File: config.mk
export PLATFORM = sky130hd
export DESIGN_NAME = touch_sample_filter_and_map
export DESIGN_NICKNAME = d
export VERILOG_FILES = /design/src/rtl/tsfm_pkg.sv /design/src/rtl/tsfm_div.sv /design/src/rtl/tsfm_map.sv /design/src/rtl/tsfm_core.sv /design/src/rtl/touch_sample_filter_and_map.sv
export SDC_FILE = /design/constraint.sdc
export NUM_CORES = 2
export LEC_CHECK = 0
export ABC_AREA = 1
export BUFFER_PORTS_ARGS = -buffer_cell sky130_fd_sc_hd__buf_2
export CORE_ASPECT_RATIO = 1.25
export CORE_UTILIZATION = 40
export CTS_BUF_LIST = sky130_fd_sc_hd__clkbuf_16
export CTS_CLUSTER_DIAMETER = 50
export CTS_CLUSTER_SIZE = 30
export DETAILED_ROUTE_END_ITERATION = 12
export HOLD_SLACK_MARGIN = 0.12
export PLACE_DENSITY = 0.66
export REMOVE_ABC_BUFFERS = 1
export SETUP_SLACK_MARGIN = 0.05
export SLEW_MARGIN = 20
export SYNTH_ARGS = -nofsm -noshare
export SYNTH_HDL_FRONTEND = slang
export SYNTH_HIERARCHICAL = 1
export SYNTH_SLANG_ARGS = --single-unit
File: constraint.sdc
create_clock -name clk -period 9.2 [get_ports clk]
set_input_delay 0.92 -clock clk [delete_from_list [all_inputs] [get_ports clk]]
set_output_delay 0.92 -clock clk [all_outputs]
set_load 0.05 [all_outputs]
File: src/rtl/tsfm_pkg.sv
// Shared types and constants for the touch sample filter and mapper.
// No dependencies; tsfm_map, tsfm_core and the top level in rtl/ import this package.
package tsfm_pkg;

    // Default parameter values
    localparam int SAMPLES_DEF     = 5;
    localparam int TRIM_DEF        = 1;
    localparam int SAMPLE_BITS_DEF = 12;

    // Fixed field widths
    localparam int IN_W      = 12;
    localparam int COORD_W   = 16;
    localparam int REG_W     = 32;
    localparam int TOL_W     = 12;
    localparam int CFG_IDX_W = 3;

    // Register indexes
    localparam logic [CFG_IDX_W-1:0] REG_SCREEN_MODE = CFG_IDX_W'(0);
    localparam logic [CFG_IDX_W-1:0] REG_SWAP_AXES   = CFG_IDX_W'(1);
    localparam logic [CFG_IDX_W-1:0] REG_AGREE_TOL   = CFG_IDX_W'(2);
    localparam logic [CFG_IDX_W-1:0] REG_SCALE_X     = CFG_IDX_W'(3);
    localparam logic [CFG_IDX_W-1:0] REG_SCALE_Y     = CFG_IDX_W'(4);
    localparam logic [CFG_IDX_W-1:0] REG_OFFSET_X    = CFG_IDX_W'(5);
    localparam logic [CFG_IDX_W-1:0] REG_OFFSET_Y    = CFG_IDX_W'(6);

    // Register reset values
    localparam logic [TOL_W-1:0] TOL_RST    = TOL_W'(50);
    localparam logic [REG_W-1:0] SCALE_RST  = REG_W'(65536);
    localparam logic [REG_W-1:0] OFFSET_RST = '0;

    typedef struct packed {
        logic             screen_mode;
        logic             swap_axes;
        logic [TOL_W-1:0] agree_tolerance;
        logic [REG_W-1:0] scale_x;
        logic [REG_W-1:0] scale_y;
        logic [REG_W-1:0] offset_x;
        logic [REG_W-1:0] offset_y;
    } cfg_t;

    typedef struct packed {
        logic [COORD_W-1:0] coord_x;
        logic [COORD_W-1:0] coord_y;
        logic               coord_valid;
        logic               touched;
    } res_t;

    typedef enum logic [3:0] {
        ST_IDLE,
        ST_LOAD,
        ST_RANK,
        ST_ACC,
        ST_DIV_GO,
        ST_DIV_WAIT,
        ST_JUDGE,
        ST_MAP_GO,
        ST_MAP_WAIT,
        ST_EMIT
    } state_t;

endpackage

File: src/rtl/tsfm_div.sv
// Divide by the constant kept count through one registered reciprocal multiply;
// done is asserted in the cycle after start. Depends on nothing but its parameters.
module tsfm_div #(
    parameter int SUMW = 15,
    parameter int KEPT = 3,
    parameter int QW   = 12
) (
    input  logic            clk,
    input  logic            rst_n,
    input  logic            start,
    input  logic [SUMW-1:0] dividend,
    output logic            done,
    output logic [QW-1:0]   quotient
);
    // floor(n * RECIP / 2**SH) equals floor(n / KEPT) for every SUMW-bit n,
    // as the rounding error of RECIP times n stays below 2**SH
    localparam int SH = SUMW + $clog2(KEPT);
    localparam int MW = SH + 1;
    localparam int PW = SUMW + MW;
    localparam logic [MW-1:0] RECIP =
        MW'(((64'd1 << SH) + 64'(KEPT) - 64'd1) / 64'(KEPT));

    logic [PW-1:0] prod_reg;
    logic          done_reg;

    always_ff @(posedge clk or negedge rst_n)
    begin
        if (!rst_n)
        begin
            done_reg <= 1'b0;
        end
        else
        begin
            done_reg <= start;
        end
    end

    always_ff @(posedge clk)
    begin
        if (start)
        begin
            prod_reg <= PW'(dividend) * PW'(RECIP);
        end
    end

    assign done     = done_reg;
    assign quotient = prod_reg[SH +: QW];

endmodule

File: src/rtl/tsfm_map.sv
// Affine calibration: Q16.16 scale times averaged ADC value plus offset,
// floored and saturated to 0..65535. Multiply and add are registered apart.
module tsfm_map #(
    parameter int AW = 12
) (
    input  logic                          clk,
    input  logic                          rst_n,
    input  logic                          start,
    input  logic [AW-1:0]                 avg,
    input  logic [tsfm_pkg::REG_W-1:0]    scale,
    input  logic [tsfm_pkg::REG_W-1:0]    offset,
    output logic                          done,
    output logic [tsfm_pkg::COORD_W-1:0]  result
);
    import tsfm_pkg::*;

    localparam int PW = REG_W + AW + 1;
    localparam int SW = PW + 1;

    logic signed [REG_W-1:0] scale_s;
    logic signed [AW:0]      avg_s;
    logic signed [PW-1:0]    prod_reg;
    logic        [SW-1:0]    acc;
    logic        [COORD_W-1:0] sat;
    logic        [COORD_W-1:0] result_reg;
    logic                    mul_vld_reg;
    logic                    done_reg;

    assign scale_s = $signed(scale);
    assign avg_s   = $signed({1'b0, avg});

    always_comb
    begin
        acc = {prod_reg[PW-1], prod_reg} + {{(SW - REG_W){offset[REG_W-1]}}, offset};
        if (acc[SW-1])
        begin
            sat = '0;
        end
        else if (|acc[SW-2:REG_W])
        begin
            sat = '1;
        end
        else
        begin
            sat = acc[REG_W-1:16];
        end
    end

    always_ff @(posedge clk or negedge rst_n)
    begin
        if (!rst_n)
        begin
            mul_vld_reg <= 1'b0;
            done_reg    <= 1'b0;
        end
        else
        begin
            mul_vld_reg <= start;
            done_reg    <= mul_vld_reg;
        end
    end

    always_ff @(posedge clk)
    begin
        if (start)
        begin
            prod_reg <= scale_s * avg_s;
        end
        if (mul_vld_reg)
        begin
            result_reg <= sat;
        end
    end

    assign done   = done_reg;
    assign result = result_reg;

endmodule

File: src/rtl/tsfm_core.sv
// Sequencer and datapath: sample store, rank-based trimmed sum through one
// shared comparator and adder, agreement check. Uses tsfm_div and tsfm_map.
module tsfm_core #(
    parameter int SAMPLES     = tsfm_pkg::SAMPLES_DEF,
    parameter int TRIM        = tsfm_pkg::TRIM_DEF,
    parameter int SAMPLE_BITS = tsfm_pkg::SAMPLE_BITS_DEF
) (
    input  logic                      clk,
    input  logic                      rst_n,
    input  logic                      in_valid,
    output logic                      in_ready,
    input  logic                      pen_down,
    input  logic [tsfm_pkg::IN_W-1:0] sample_x,
    input  logic [tsfm_pkg::IN_W-1:0] sample_y,
    input  tsfm_pkg::cfg_t            cfg,
    input  logic                      out_free,
    output logic                      emit,
    output tsfm_pkg::res_t            res
);
    import tsfm_pkg::*;

    localparam int EFF_TRIM = (2 * TRIM >= SAMPLES) ? (SAMPLES - 1) / 2 : TRIM;
    localparam int KEPT     = SAMPLES - 2 * EFF_TRIM;
    localparam int CNTW     = $clog2(SAMPLES);
    localparam int SUMW     = SAMPLE_BITS + $clog2(SAMPLES);
    localparam int CMPW     = (SAMPLE_BITS > TOL_W) ? SAMPLE_BITS : TOL_W;
    localparam logic [CNTW-1:0] LAST_IDX = CNTW'(SAMPLES - 1);
    localparam logic [CNTW:0]   KEEP_LO  = (CNTW + 1)'(EFF_TRIM);
    localparam logic [CNTW:0]   KEEP_HI  = (CNTW + 1)'(SAMPLES - EFF_TRIM);

    state_t state_reg, state_next;

    logic [SAMPLE_BITS-1:0] x_mem [SAMPLES];
    logic [SAMPLE_BITS-1:0] y_mem [SAMPLES];

    logic [CNTW-1:0] cnt_reg, cnt_next;
    logic [CNTW-1:0] i_reg, i_next;
    logic [CNTW-1:0] j_reg, j_next;
    logic [CNTW-1:0] rank_reg, rank_next;
    logic [CNTW-1:0] rd_idx;
    logic            second_reg, second_next;
    logic            axis_reg, axis_next;
    logic            map_axis_reg, map_axis_next;
    logic [SAMPLE_BITS-1:0] fmx_reg, fmx_next, fmy_reg, fmy_next;
    logic [SAMPLE_BITS-1:0] mx_reg, mx_next, my_reg, my_next;
    logic [SAMPLE_BITS-1:0] cur_reg, cur_next;
    logic [SAMPLE_BITS-1:0] rd_data, wr_x, wr_y;
    logic [SUMW-1:0]        sum_reg, sum_next;
    res_t                   res_reg, res_next;

    logic accept, last_sample, less, in_keep;
    logic div_start, div_done, map_start, map_done;
    logic [SAMPLE_BITS-1:0] div_q, map_avg;
    logic [REG_W-1:0]       map_scale, map_offset;
    logic [COORD_W-1:0]     map_res;
    logic [SAMPLE_BITS-1:0] diff_x, diff_y, avg_x, avg_y;
    logic [SAMPLE_BITS:0]   pair_x, pair_y;
    logic                   agree_ok;

    assign accept      = in_valid & in_ready;
    assign last_sample = (cnt_reg == LAST_IDX);

    assign wr_x = cfg.swap_axes ? SAMPLE_BITS'(sample_y) : SAMPLE_BITS'(sample_x);
    assign wr_y = cfg.swap_axes ? SAMPLE_BITS'(sample_x) : SAMPLE_BITS'(sample_y);

    always_ff @(posedge clk)
    begin
        if (accept && pen_down)
        begin
            x_mem[cnt_reg] <= wr_x;
            y_mem[cnt_reg] <= wr_y;
        end
    end

    assign rd_idx  = (state_reg == ST_LOAD) ? i_reg : j_reg;
    assign rd_data = axis_reg ? y_mem[rd_idx] : x_mem[rd_idx];

    // equal values are ranked by position so ranks form a permutation
    assign less    = (rd_data < cur_reg) || ((rd_data == cur_reg) && (j_reg < i_reg));
    assign in_keep = ({1'b0, rank_reg} >= KEEP_LO) && ({1'b0, rank_reg} < KEEP_HI);

    assign diff_x   = (fmx_reg > mx_reg) ? fmx_reg - mx_reg : mx_reg - fmx_reg;
    assign diff_y   = (fmy_reg > my_reg) ? fmy_reg - my_reg : my_reg - fmy_reg;
    assign agree_ok = (CMPW'(diff_x) < CMPW'(cfg.agree_tolerance))
                   && (CMPW'(diff_y) < CMPW'(cfg.agree_tolerance));
    assign pair_x   = {1'b0, fmx_reg} + {1'b0, mx_reg};
    assign pair_y   = {1'b0, fmy_reg} + {1'b0, my_reg};
    assign avg_x    = pair_x[SAMPLE_BITS:1];
    assign avg_y    = pair_y[SAMPLE_BITS:1];

    assign map_avg    = map_axis_reg ? res_reg.coord_y[SAMPLE_BITS-1:0]
                                     : res_reg.coord_x[SAMPLE_BITS-1:0];
    assign map_scale  = map_axis_reg ? cfg.scale_y : cfg.scale_x;
    assign map_offset = map_axis_reg ? cfg.offset_y : cfg.offset_x;

    // Next state
    always_comb
    begin
        state_next = state_reg;
        case (state_reg)
            ST_IDLE:
            begin
                if (accept)
                begin
                    if (!pen_down)
                    begin
                        state_next = ST_EMIT;
                    end
                    else if (last_sample)
                    begin
                        state_next = ST_LOAD;
                    end
                end
            end
            ST_LOAD:
            begin
                state_next = ST_RANK;
            end
            ST_RANK:
            begin
                if (j_reg == LAST_IDX)
                begin
                    state_next = ST_ACC;
                end
            end
            ST_ACC:
            begin
                state_next = (i_reg == LAST_IDX) ? ST_DIV_GO : ST_LOAD;
            end
            ST_DIV_GO:
            begin
                state_next = ST_DIV_WAIT;
            end
            ST_DIV_WAIT:
            begin
                if (div_done)
                begin
                    state_next = axis_reg ? ST_JUDGE : ST_LOAD;
                end
            end
            ST_JUDGE:
            begin
                if (!second_reg)
                begin
                    state_next = ST_IDLE;
                end
                else if (agree_ok && cfg.screen_mode)
                begin
                    state_next = ST_MAP_GO;
                end
                else
                begin
                    state_next = ST_EMIT;
                end
            end
            ST_MAP_GO:
            begin
                state_next = ST_MAP_WAIT;
            end
            ST_MAP_WAIT:
            begin
                if (map_done)
                begin
                    state_next = map_axis_reg ? ST_EMIT : ST_MAP_GO;
                end
            end
            ST_EMIT:
            begin
                if (out_free)
                begin
                    state_next = ST_IDLE;
                end
            end
            default:
            begin
                state_next = ST_IDLE;
            end
        endcase
    end

    // State outputs
    always_comb
    begin
        in_ready  = (state_reg == ST_IDLE);
        div_start = (state_reg == ST_DIV_GO);
        map_start = (state_reg == ST_MAP_GO);
        emit      = (state_reg == ST_EMIT) && out_free;
    end

    // Datapath
    always_comb
    begin
        cnt_next      = cnt_reg;
        i_next        = i_reg;
        j_next        = j_reg;
        rank_next     = rank_reg;
        second_next   = second_reg;
        axis_next     = axis_reg;
        map_axis_next = map_axis_reg;
        fmx_next      = fmx_reg;
        fmy_next      = fmy_reg;
        mx_next       = mx_reg;
        my_next       = my_reg;
        cur_next      = cur_reg;
        sum_next      = sum_reg;
        res_next      = res_reg;
        case (state_reg)
            ST_IDLE:
            begin
                if (accept)
                begin
                    if (!pen_down)
                    begin
                        cnt_next    = '0;
                        second_next = 1'b0;
                        res_next    = '0;
                    end
                    else if (last_sample)
                    begin
                        cnt_next  = '0;
                        axis_next = 1'b0;
                        i_next    = '0;
                        sum_next  = '0;
                    end
                    else
                    begin
                        cnt_next = cnt_reg + CNTW'(1);
                    end
                end
            end
            ST_LOAD:
            begin
                cur_next  = rd_data;
                j_next    = '0;
                rank_next = '0;
            end
            ST_RANK:
            begin
                rank_next = rank_reg + CNTW'(less);
                j_next    = j_reg + CNTW'(1);
            end
            ST_ACC:
            begin
                if (in_keep)
                begin
                    sum_next = sum_reg + SUMW'(cur_reg);
                end
                i_next = i_reg + CNTW'(1);
            end
            ST_DIV_WAIT:
            begin
                if (div_done)
                begin
                    if (!axis_reg)
                    begin
                        mx_next   = div_q;
                        axis_next = 1'b1;
                        i_next    = '0;
                        sum_next  = '0;
                    end
                    else
                    begin
                        my_next = div_q;
                    end
                end
            end
            ST_JUDGE:
            begin
                if (!second_reg)
                begin
                    fmx_next    = mx_reg;
                    fmy_next    = my_reg;
                    second_next = 1'b1;
                end
                else
                begin
                    second_next          = 1'b0;
                    map_axis_next        = 1'b0;
                    res_next.touched     = 1'b1;
                    res_next.coord_valid = agree_ok;
                    res_next.coord_x     = agree_ok ? COORD_W'(avg_x) : '0;
                    res_next.coord_y     = agree_ok ? COORD_W'(avg_y) : '0;
                end
            end
            ST_MAP_WAIT:
            begin
                if (map_done)
                begin
                    if (!map_axis_reg)
                    begin
                        res_next.coord_x = map_res;
                        map_axis_next    = 1'b1;
                    end
                    else
                    begin
                        res_next.coord_y = map_res;
                    end
                end
            end
            default:
            begin
            end
        endcase
    end

    always_ff @(posedge clk or negedge rst_n)
    begin
        if (!rst_n)
        begin
            state_reg  <= ST_IDLE;
            cnt_reg    <= '0;
            second_reg <= 1'b0;
            fmx_reg    <= '0;
            fmy_reg    <= '0;
        end
        else
        begin
            state_reg  <= state_next;
            cnt_reg    <= cnt_next;
            second_reg <= second_next;
            fmx_reg    <= fmx_next;
            fmy_reg    <= fmy_next;
        end
    end

    always_ff @(posedge clk)
    begin
        i_reg        <= i_next;
        j_reg        <= j_next;
        rank_reg     <= rank_next;
        axis_reg     <= axis_next;
        map_axis_reg <= map_axis_next;
        mx_reg       <= mx_next;
        my_reg       <= my_next;
        cur_reg      <= cur_next;
        sum_reg      <= sum_next;
        res_reg      <= res_next;
    end

    tsfm_div #(
        .SUMW (SUMW),
        .KEPT (KEPT),
        .QW   (SAMPLE_BITS)
    ) u_div (
        .clk      (clk),
        .rst_n    (rst_n),
        .start    (div_start),
        .dividend (sum_reg),
        .done     (div_done),
        .quotient (div_q)
    );

    tsfm_map #(
        .AW (SAMPLE_BITS)
    ) u_map (
        .clk    (clk),
        .rst_n  (rst_n),
        .start  (map_start),
        .avg    (map_avg),
        .scale  (map_scale),
        .offset (map_offset),
        .done   (map_done),
        .result (map_res)
    );

    assign res = res_reg;

endmodule

File: src/rtl/touch_sample_filter_and_map.sv
// Top level of the touch sample filter and mapper: register file, output
// register and the filter core. Depends on tsfm_pkg and tsfm_core.
//
// Each request is one pen_down flag with an x/y sample pair. A sample that does
// not complete a reading is stored and leaves the block ready for the next
// request; a pen-up request passes through the emit state to place its zero
// result, and waits there while the output register is still full. The sample
// that completes a reading starts a ranking pass per axis through one shared
// comparator and adder, then a divide by the kept count through a reciprocal
// multiply; both axes run in turn, followed by a judge step. After the second
// reading, in screen mode and when the readings agree, each axis is mapped in
// turn; then the result is placed from the emit state, which waits while the
// output register is still full. The block accepts no request during that
// work. A result waits in the output register while the next request is taken.
module touch_sample_filter_and_map #(
    parameter int SAMPLES     = tsfm_pkg::SAMPLES_DEF,
    parameter int TRIM        = tsfm_pkg::TRIM_DEF,
    parameter int SAMPLE_BITS = tsfm_pkg::SAMPLE_BITS_DEF
) (
    input  logic                           clk,
    input  logic                           rst_n,
    input  logic                           s_tvalid,
    output logic                           s_tready,
    input  logic [23:0]                    s_tdata,   // sample_x, sample_y
    input  logic                           s_tuser,   // pen_down
    output logic                           m_tvalid,
    input  logic                           m_tready,
    output logic [31:0]                    m_tdata,   // coord_x, coord_y
    output logic [1:0]                     m_tuser,   // coord_valid, touched
    input  logic                           cfg_wr_en,
    input  logic [tsfm_pkg::CFG_IDX_W-1:0] cfg_index,
    input  logic [tsfm_pkg::REG_W-1:0]     cfg_wdata
);
    import tsfm_pkg::*;

    cfg_t cfg_reg, cfg_next;
    res_t res, out_reg;
    logic out_vld_reg, out_vld_next;
    logic out_free, emit;

    always_comb
    begin
        cfg_next = cfg_reg;
        if (cfg_wr_en)
        begin
            case (cfg_index)
                REG_SCREEN_MODE: cfg_next.screen_mode     = cfg_wdata[0];
                REG_SWAP_AXES:   cfg_next.swap_axes       = cfg_wdata[0];
                REG_AGREE_TOL:   cfg_next.agree_tolerance = cfg_wdata[TOL_W-1:0];
                REG_SCALE_X:     cfg_next.scale_x         = cfg_wdata;
                REG_SCALE_Y:     cfg_next.scale_y         = cfg_wdata;
                REG_OFFSET_X:    cfg_next.offset_x        = cfg_wdata;
                REG_OFFSET_Y:    cfg_next.offset_y        = cfg_wdata;
                default:
                begin
                end
            endcase
        end
    end

    assign out_free = !out_vld_reg || m_tready;

    always_comb
    begin
        out_vld_next = out_vld_reg;
        if (emit)
        begin
            out_vld_next = 1'b1;
        end
        else if (m_tready)
        begin
            out_vld_next = 1'b0;
        end
    end

    always_ff @(posedge clk or negedge rst_n)
    begin
        if (!rst_n)
        begin
            cfg_reg.screen_mode     <= 1'b0;
            cfg_reg.swap_axes       <= 1'b0;
            cfg_reg.agree_tolerance <= TOL_RST;
            cfg_reg.scale_x         <= SCALE_RST;
            cfg_reg.scale_y         <= SCALE_RST;
            cfg_reg.offset_x        <= OFFSET_RST;
            cfg_reg.offset_y        <= OFFSET_RST;
            out_vld_reg             <= 1'b0;
        end
        else
        begin
            cfg_reg     <= cfg_next;
            out_vld_reg <= out_vld_next;
        end
    end

    always_ff @(posedge clk)
    begin
        if (emit)
        begin
            out_reg <= res;
        end
    end

    tsfm_core #(
        .SAMPLES     (SAMPLES),
        .TRIM        (TRIM),
        .SAMPLE_BITS (SAMPLE_BITS)
    ) u_core (
        .clk      (clk),
        .rst_n    (rst_n),
        .in_valid (s_tvalid),
        .in_ready (s_tready),
        .pen_down (s_tuser),
        .sample_x (s_tdata[11:0]),
        .sample_y (s_tdata[23:12]),
        .cfg      (cfg_reg),
        .out_free (out_free),
        .emit     (emit),
        .res      (res)
    );

    assign m_tvalid = out_vld_reg;
    assign m_tdata  = {out_reg.coord_y, out_reg.coord_x};
    assign m_tuser  = {out_reg.touched, out_reg.coord_valid};

endmodule

After elaboration in Yosys (flattened, before gate mapping)
Memories as Yosys holds them, arrays and structs flattened.
Cells that the tools add are included.
{ "word_totals": {"output_inout_bits": 36, "inputBits": 65, "ramBits": 120, "wordCells": 201, "register_bits": 398, "memories": 2} }
{ "classes": {"eq_ne": 33, "n_addsub": 12, "n_mul": 2, "muxes": 66, "bitwise_logic": 3, "reduce_logical": 39, "n_lt_le_gt_ge": 8} }
{ "mem_list": {"columns": ["name", "depth", "word_bits", "rd", "rd_ports_with_merged_regs", "wr", "line_no", "text"], "rows": [
  ["u_core.x_mem", 5, 12, 1, 0, 1, "tsfm_core.sv:33", "logic [SAMPLE_BITS-1:0] x_mem [SAMPLES];"],
  ["u_core.y_mem", 5, 12, 1, 0, 1, "tsfm_core.sv:34", "logic [SAMPLE_BITS-1:0] y_mem [SAMPLES];"]
]} }
{ "ops": {"columns": ["operator", "n"], "rows": [
  ["$mux W34", 3],
  ["$mux W12", 8],
  ["$mux W32", 3],
  ["$pmux W32 S3", 1],
  ["$mux W15", 6],
  ["$mux W16", 3],
  ["$sub A12 B12 Y12", 4],
  ["$add A45 B32 Y46", 1],
  ["$mul A32 B13 Y45", 1],
  ["$pmux W15 S3", 1],
  ["$mux W4", 10],
  ["$pmux W4 S10", 1],
  ["$lt A12 B12 Y1", 3],
  ["$mux W3", 10],
  ["$mul A15 B16 Y29 const B", 1],
  ["$add A12 B12 Y13", 2],
  ["$gt A12 B12 Y1", 2],
  ["$reduce_and A6 Y1", 4],
  ["$eq A3 B3 Y1 const B", 6],
  ["$reduce_and A2 Y1", 9],
  ["$eq A4 B3 Y1 const B", 4],
  ["$ne A2 B2 Y1 const B", 8],
  ["$add A15 B12 Y15", 1],
  ["$mux W1", 13],
  ["31 further kinds", 58]
]} }

Logic depth before layout (Yosys ltp)
An unclocked memory read counts as a cell.
{ "logic_depth": {"word_depth": 9, "ltp_mapped": 30, "ltp_nobuf": 28} }

Cells and area by module
The synthesis kept the hierarchy.
{ "by_module_without_submodules": {"columns": ["mod", "seq_area_each_um2", "n_inst", "area_each_um2", "cells_per_inst"], "rows": [
  ["tsfm_map", 1881.8, 1, 19642.6, 2724],
  ["tsfm_core", 7287.0, 1, 16298.1, 1971],
  ["touch_sample_filter_and_map", 4605.7, 1, 6537.5, 662],
  ["tsfm_div", 385.4, 1, 4416.7, 541]
]} }

Worst setup path before layout
Ideal clock, no wire load.
{ "synth_path": {"path_kind": "reg-to-reg", "startpoint": "register u_core.map_axis_reg", "endpoint": "register u_core.u_map.prod_reg[40], data pin", "setup_ns": 0.259, "n_path_buf": 4, "synth_period_minus_slack_ns": 5.838, "path_stages_with_launch": 25, "required_time_ns": 8.941, "arrival_ns": 5.579, "setup_slack_ns": 3.362, "cell_sequence": "edfxtp_1 > clkbuf_1 > clkinv_1 > clkbuf_1 > clkbuf_1 > nand2_1 > nand2_1 > clkbuf_1 > nand2_1 > fa_1 > inv_1 > fa_1 > fa_1 > fa_1 > inv_1 > fa_1 > inv_1 > ha_1 > a21oi_1 > inv_1 > a31oi_1 > o21ai_0 > a221oi_1 > nand3_1 > xor2_1"} }
{ "synth_via": {"elab_chain_cells": 2, "word_cells_on_any_way": 3, "classes_between": "mul: 1; mux: 2"} }
{ "synth_lines": {"columns": ["element", "line_no", "text"], "rows": [
  ["start: declaration", "tsfm_core.sv:43", "logic map_axis_reg, map_axis_next;"],
  ["start signal: assignment", "tsfm_core.sv:332", "map_axis_reg <= map_axis_next;"],
  ["$mux W32", "tsfm_core.sv:93", "assign map_scale = map_axis_reg ? cfg.scale_y : cfg.scale_x;"],
  ["named net u_core.map_scale[24]", "tsfm_core.sv:54", "logic [REG_W-1:0] map_scale, map_offset;"],
  ["$mul A32 B13 Y45", "tsfm_map.sv:67", "prod_reg <= scale_s * avg_s;"],
  ["end signal: assignment", "tsfm_map.sv:67", null],
  ["end: declaration", "tsfm_map.sv:22", "logic signed [PW-1:0] prod_reg;"]
]} }
The timed path passes the listed nets, and every way through them passes these cells.
A chain may end at the register's enable or synchronous reset.

Final worst setup path
{ "layout_path": {"startpoint": "register u_core.map_axis_reg", "endpoint": "register u_core.u_map.prod_reg[37], data pin"} }
Same word-level chain as after synthesis.

==> metrics.csv <==
stage,metric,value,unit
route,Final ANT Viol Nets,0,
sta,crit path time final,7.56,ns
setup_path,CP Class,register to register,
die,core area,116000,um2
grt,vias in the first global route,38000,
final_layout,FF/Latch Area,14200,um2
synth,sequential fraction of the synthesis area,30.2,%
synth,yosys synthesis warning count,6,
hold_path,Min-Delay Path Class,input port to asynchronous set/reset pin,
synth,Yosys reg bits,501,
synth,Netlist cell types,58,
sta,Fmax,132,MHz
clock_network,H-tree depth,2,
clock_network,"Hold-fix buffers, CTS",0,
setup_path,CP Data Required Time,9.61,ns
grt,gr usage total,22.1,%
final_layout,Multi-input gate area,27400,um2
setup_path,Slowest Stage Delay on Critical Path,0.77,ns
sta,Setup Total Neg Slack,0,ns
sta,clock skew after layout,0.0821,ns
final_layout,fin nets,6757,
grt,GRT overflow,0,
route,DR iter-0 viols,2765,
setup_path,worst path cell trace,"inv_2, buf_4, nand2_1, nand2_1, nand2_1, fa_1, fa_1, inv_1, fa_1, fa_1, inv_1, fa_1, inv_1, ha_1, nand2_1, nor2_1, inv_1, nor4_1, nand3_1, nand3_1, xor2_1",
final_layout,Fillers,11600,
setup_path,Setup crit start kind,register,
die,I/O pin total,101,
clock_network,CTS Buffer Depth,3,
sta,Final Setup Violations,0,
die,Die Ht,385,um
grt,first-pass GRT wire length,207,mm
clock_network,Inserted Clock Buffers,57,
sta,max-slew violations,0,
setup_path,"Arr. time, crit path",7.97,ns
synth,largest area contributor in the netlist,edfxtp_1,
route,drt first pass iters,6,
clock_network,clock edge transition at the registers on the reported setup and hold paths,0.08,ns
route,Vias,37700,
setup_path,Setup crit end kind,register,
final_layout,area added between synthesis and finish,9.47,%
outcome,status,"finished, final reports clean",
synth,top-area cell type share of the netlist area,20.7,%
sta,worst-margin pin slew,1.10,ns
route,Residual DRC,0,
flow_run,Max Cap Viol,0,
place,dpl hpwl,103,mm
sta,ratio of final minimum period to clock period,82.2,%
die,FP Rows,140,
die,die area,119000,um2
setup_path,Crit path top cell by count,fa_1,
grt,largest net degree at the start of global routing,79,
final_layout,max FFs per register,142,
clock_network,CTS tree,done,
place,PortBufs,100,
sta,Hold WS,0.248,ns
final_layout,"Core Util, Final",44.1,%
place,gpl congestion,0.946,
clock_network,clock insertion delay at the later pin of the skew report,0.68,ns
clock_network,CTS sink count,501,
grt,initial antenna violation count,13,
clock_network,Post-CTS Setup Bufs,0,
die,initial core utilization,40.3,%
route,routed len/inst,17.2,um
final_layout,layout cell share with drive strength beyond 1,6.57,%
synth,Synth Area per Inst,7.95,um2
sta,Rel. slew slack,26.4,%
synth,Gate Count Post-Synth,5898,
sta,RSZ-0062 raised after global routing,no,
sta,"Hold Vio Cnt, Final",0,
setup_path,"slowest stage cell, crit path",fa_1,
setup_path,critical path peak fanout,47,
synth,Synth area leaders,"edfxtp_1, fa_1, nand2_1, ha_1, inv_1",
clock_network,CTS root buffer,clkbuf_16,
die,Die X,308,um
clock_network,post_cts resized,0,
route,Routed WL,130,mm
synth,post-synthesis cell area,46900,um2
route,Via density,5.00,
[path summary, 6_finish.rpt]
path / slack [ns] / end / cells past startpoint / from
hold reg to reg: 0.42 / m_tdata[14] / 0 / u_core/res[32]
setup / recovery: 1.64 / u_core/u_map/prod_reg[37] / 21 / u_core/map_axis_reg
max in group asynchronous: 7.42 / cfg_reg[118] / 2 / rst_n
min in group clk: 0.42 / m_tdata[14] / 0 / u_core/res[32]
hold / removal: 0.25 / u_core/fmy_reg[7] / 1 / rst_n
setup reg to reg: 1.64 / u_core/u_map/prod_reg[37] / 21 / u_core/map_axis_reg
[metrics by stage]
stage                     worst slack, ns  cells  cell area, um2
final                                1.64   7536           51300
after global routing                 1.33   7533           51300
after CTS                            1.77   7533           51300
after detailed placement             1.88   7425           48900
after global placement               1.95   7425           48900
after floorplan                     0.712   5725           46100
[area by class of cell]
| cell class | count | share of cell area [%] |
|---|---|---|
| Clock buffer | 58 | 2.83 |
| Tap cell | 1562 | 3.81 |
| Clock inverter | 50 | 1.88 |
| Sequential cell | 501 | 27.6 |
| Multi-Input combinational cell | 3986 | 53.3 |
| Inverter | 1238 | 9.06 |
| Timing Repair Buffer | 138 | 1.55 |
| Antenna cell | 3 | 0.0146 |
[kinds of logic (layout without fill, tap and decap cells)]
logic type | count (synthesis) | count (layout) | share of synthesized area, %
AND/OR/NAND/NOR | 2512 | 2512 | 21.9
other | 0 | 3 | 0
flip-flops | 501 | 501 | 30.2
AO/OA/AOI/OAI | 575 | 575 | 6.84
XOR/XNOR | 129 | 129 | 2.45
buffers and inverters | 1411 | 1484 | 11.6
adder cells (fa/ha/maj) | 770 | 770 | 27.0
[routing by layer]
layer	track usage [%]	up-vias	routed length [um]
met2	38.5	1118	63400
met4	6.30	10	3710
met5	0	-	71
li1	-	18100	-
met3	2.73	220	7370
met1	28.8	18200	55300
[synthesized netlist by cell type, drive strengths merged]
cell / instances
nand2: 1878
inv: 1232
fa: 401
ha: 369
edfxtp: 323
nor2: 307
o21ai: 228
a21oi: 223
nand3: 216
dfrtp: 173
clkbuf: 98
xor2: 96
buf: 75
nand4: 39
o21bai: 36
nor3: 35
xnor2: 33
o211ai: 23
or2: 16
a31oi: 15
a21o: 14
o22ai: 13
nor4: 10
o21a: 8
a21boi: 6
a221oi: 6
clkinv: 6
dfstp: 5
and3: 4
and2: 3
nand3b: 3
a211oi: 2
nor3b: 1
o221ai: 1
[cell usage in the layout, fill, tap and decap left out, types with 39 or more instances in the layout]
cell / count
o21ai_0: 204
buf_2: 99
nand3_1: 209
nor2_1: 274
inv_1: 1210
a21oi_1: 222
nand2_1: 1841
xor2_1: 95
ha_1: 369
fa_1: 401
clkbuf_16: 58
nand4_1: 39
dfrtp_1: 173
edfxtp_1: 323
[critical path: cells and delay by family (launching register included)]
| family | cells | cell delay [ns] |
|---|---|---|
| buf+inv | 6 | 1.40 |
| fa+ha+maj | 6 | 3.16 |
| simple gates | 8 | 1.92 |
| flops | 1 | 0.42 |
| xor+xnor | 1 | 0.30 |
Power is not shown: default switching activity piles up to over one toggle a cycle in this logic, so the estimate is an artifact.
